==> src/hw/rtl/cpe_ram.sv <==
// ----------------------------------------------------------------------------
// cpe_ram
// Generic memory with one write port and one registered read port.
// ----------------------------------------------------------------------------
module cpe_ram #(
  parameter int WIDTH = 16,
  parameter int DEPTH = 256
) (
  input  logic                     clk,
  input  logic                     we,
  input  logic [$clog2(DEPTH)-1:0] waddr,
  input  logic [WIDTH-1:0]         wdata,
  input  logic [$clog2(DEPTH)-1:0] raddr,
  output logic [WIDTH-1:0]         rdata
);

  logic [WIDTH-1:0] mem_r [DEPTH];

  always_ff @(posedge clk) begin
    if (we) begin
      mem_r[waddr] <= wdata;
    end
    rdata <= mem_r[raddr];
  end

endmodule

==> config.mk <==
export PLATFORM = sky130hd
export DESIGN_NAME = cpe_ram
export DESIGN_NICKNAME = d
export VERILOG_FILES = /design/src/hw/rtl/cpe_ram.sv
export SDC_FILE = /design/constraint.sdc
export NUM_CORES = 2
export LEC_CHECK = 0
export ABC_CLOCK_PERIOD_IN_PS = 2200
export BUFFER_PORTS_ARGS = -buffer_cell sky130_fd_sc_hd__buf_2
export CAP_MARGIN = 20
export CELL_PAD_IN_SITES_DETAIL_PLACEMENT = 0
export CELL_PAD_IN_SITES_GLOBAL_PLACEMENT = 2
export CORE_ASPECT_RATIO = 1.2
export CORE_UTILIZATION = 37
export CTS_CLUSTER_DIAMETER = 50
export CTS_CLUSTER_SIZE = 10
export DETAILED_ROUTE_END_ITERATION = 10
export GPL_TIMING_DRIVEN = 0
export HOLD_SLACK_MARGIN = 0.06
export PLACE_DENSITY = 0.71
export SLEW_MARGIN = 40
export SYNTH_ARGS = -nofsm -noshare
export SYNTH_HDL_FRONTEND = slang
export SYNTH_SLANG_ARGS = --single-unit
==> constraint.sdc <==
create_clock -name clk -period 2.2 [get_ports clk]
set_input_delay 0.22 -clock clk [delete_from_list [all_inputs] [get_ports clk]]
set_output_delay 0.22 -clock clk [all_outputs]
set_load 0.05 [all_outputs]
==> results.json <==
{
  "status": "finished, violations left",
  "violations": "design-rule violations, negative setup slack",
  "areaGrowthSynthToFinish_pct": 20.1,
  "drtIter0Drc": 10200,
  "async_flop_share_pct": 0,
  "ys.flop_type": "edfxtp_1",
  "synth_edf_count": 4096,
  "rsz0062_at_grt": "true",
  "vias": 82200,
  "endpoint_kind": "flop",
  "crit_fanout": 10,
  "worstMarginPinSlew_ns": 1.01,
  "antenna_found_initial": 27,
  "drt_first_pass_iters": 9,
  "min_period_ns": 2.73,
  "netlist-cell-type-count": 52,
  "slew_headroom_pct": 32.6,
  "finClkSkew_ns": 0.0624,
  "grt_remaining_overflow": 0,
  "fin_util_pct": 44.6,
  "seq_area_frac_synth_pct": 77.7,
  "die_x_um": 600,
  "ioPinCount": 50,
  "crit_type": "input port to flop",
  "wl_per_cell_um": 36.9,
  "clock_path_buffers": 4,
  "syn-cell-area_um2": 159000,
  "grt_use_total_pct": 23.7,
  "cts_buffers": 477,
  "stdcell_count": 14000,
  "clock_latency_ns": 1.02,
  "grt_max_degree": 98,
  "drv_cap": 0,
  "synth_top_area_share_pct": 77.5,
  "slew_viol_final": 0,
  "syn_nets": 7394,
  "yosysTopAreaCell": "edfxtp_1",
  "start_util_pct": 37.2,
  "cts_num_sinks": 4112,
  "fin_crit_sh_pct": 124,
  "cts_root_buffer": "clkbuf_16",
  "p_leak_nw": 59.4,
  "dp_cells": 13300,
  "r2r_start": "mem_r[11][5]",
  "die_area_um2": 432000,
  "die_h_um": 719,
  "dpl.hpwl_um": 367000,
  "synth_cells": 7360,
  "multiInputGateArea_um2": 37200,
  "synth-seq-cells": 4112,
  "required_ns": 3.06,
  "arrival_ns": 3.58,
  "htree_levels": 5,
  "fin_setup_tns_ns": -7.45,
  "worstSetupStartpoint": "raddr[3]",
  "grt_pass1_vias": 82700,
  "fin_ws_ns": -0.526,
  "placed_cell_area_um2": 174000,
  "cts_tree": "yes",
  "start_kind": "input port",
  "layout_common_cells": "4096 x edfxtp_1, 797 x mux4_2, 565 x mux2i_1, 485 x clkbuf_16, 257 x nor2_4",
  "rows": 263,
  "totalPowerFinal_mw": 167,
  "gp_congestion": 1.01,
  "nNetsFinal": 8201,
  "postSynthAreaPerCell_um2": 21.6,
  "wl_um": 518000,
  "design_area_um2": 191000,
  "design.core.area_um2": 427000,
  "synth_area_leaders": "edfxtp_1 77%, mux4_2 11%, mux2i_1 3.6%, o221ai_1 1.4%, nor2_1 0.72%",
  "hold_violations": 0,
  "ys_warn_count": 0,
  "fillers": 35900,
  "antenna_left": 0,
  "setup_viol": 25,
  "vias_per_cell": 5.86,
  "p_per_area_nw_per_um2": 879,
  "drc": 16,
  "mostFrequentLayoutCell": "edfxtp_1",
  "holdCritStartpoint": "waddr[7]",
  "pre_cts_ws_ns": -2.75,
  "clkTransAtPathRegs_ns": 0.05,
  "layout-drive-gt1-share_pct": 32.8,
  "grt_pass1_wl_um": 700000,
  "portBuffers": 39,
  "hold_ws_ns": 0.0535,
  "fmax_mhz": 367,
  "hold_class": "input port to flop",
  "ff_latch_area_um2": 123000,
  "peakVddDrop_v": 0.000704
}
==> power by group <==
| group | switching [mW] | internal (mW) | total, mW |
|---|---|---|---|
| clock | 30.2 | 39.8 | 70.0 |
| combinational | 7.46 | 3.56 | 11.0 |
| sequential | 0.0510 | 86.4 | 86.5 |
==> routing by layer <==
metal	track usage [%]	vias up	routed length [um]
met1	29.3	44200	189000
met3	4.62	1039	42500
met4	13.8	10	36500
met5	0	-	63
met2	38.9	3997	251000
li1	-	32900	-
==> final timing paths <==
path / end / slack (ns) / cells past startpoint
max: rdata[8] / -0.53 / 8
max reg2reg: rdata[5] / -0.52 / 6
min reg2reg: rdata[5] / 1.24 / 6
min: mem_r[249][1] / 0.05 / 3
==> layout make-up <==
class,instances,share of cell area [%]
clock buffer,539,6.47
clock inverter,90,0.460
multi-input combinational,2792,19.5
antenna,13,0.0171
buffer,452,1.92
timing repair buffer,328,3.15
tap,5697,3.74
inverter,4,0.0125
sequential,4112,64.7
==> worst max-delay path: stages <==
cell      delay, ns
clkbuf_2       0.42
clkbuf_2       0.54
nand4b_1       0.38
nor2_1         0.55
clkbuf_1       0.66
a22oi_1        0.37
nand4_1        0.28
nor4_4         0.11
==> cells in the mapped netlist, drive strengths merged (2+ instances only) <==
| cell | number |
|---|---|
| and2 | 2 |
| mux2i | 565 |
| and4 | 2 |
| a211oi | 18 |
| a2111oi | 6 |
| a22oi | 43 |
| a22o | 32 |
| nand4b | 3 |
| nand4 | 26 |
| buf | 222 |
| inv | 4 |
| edfxtp | 4096 |
| or2 | 5 |
| and3 | 11 |
| mux4 | 797 |
| a221oi | 28 |
| o22ai | 148 |
| a21o | 2 |
| nor3 | 92 |
| o221ai | 253 |
| dfxtp | 16 |
| o32ai | 21 |
| o21ai | 38 |
| a31oi | 6 |
| o31ai | 16 |
| a21oi | 175 |
| nor4 | 18 |
| nand2 | 38 |
| or3 | 2 |
| clkbuf | 230 |
| mux2 | 88 |
| nor2b | 9 |
| nor4bb | 2 |
| nand3 | 35 |
| nor2 | 304 |
| nand2b | 3 |
==> logic make-up (layout without fill, tap and decap cells) <==
family	count (synthesis)	in the layout	synth area share, %
other cells	0	13	0
compound gates	786	786	3.54
mux	1450	1450	15.5
buf+inv	456	1413	1.69
simple gates	556	556	1.57
flops	4112	4112	77.7
==> sequential cells by signal, summed over array words and instances, names as in the netlist <==
| name | count |
|---|---|
| mem_r | 4096 |
| rdata | 16 |
==> timing repair <==
action	CTS	global route
endpoints found under the setup margin	1173	737
hold endpoints to repair	3099	1
hold buffers	25	1
gates cloned	0	0
buffers inserted	19	29
gates resized for setup	463	213
pin swaps	78	76
Note: power is estimated with default switching activity, not from simulation.
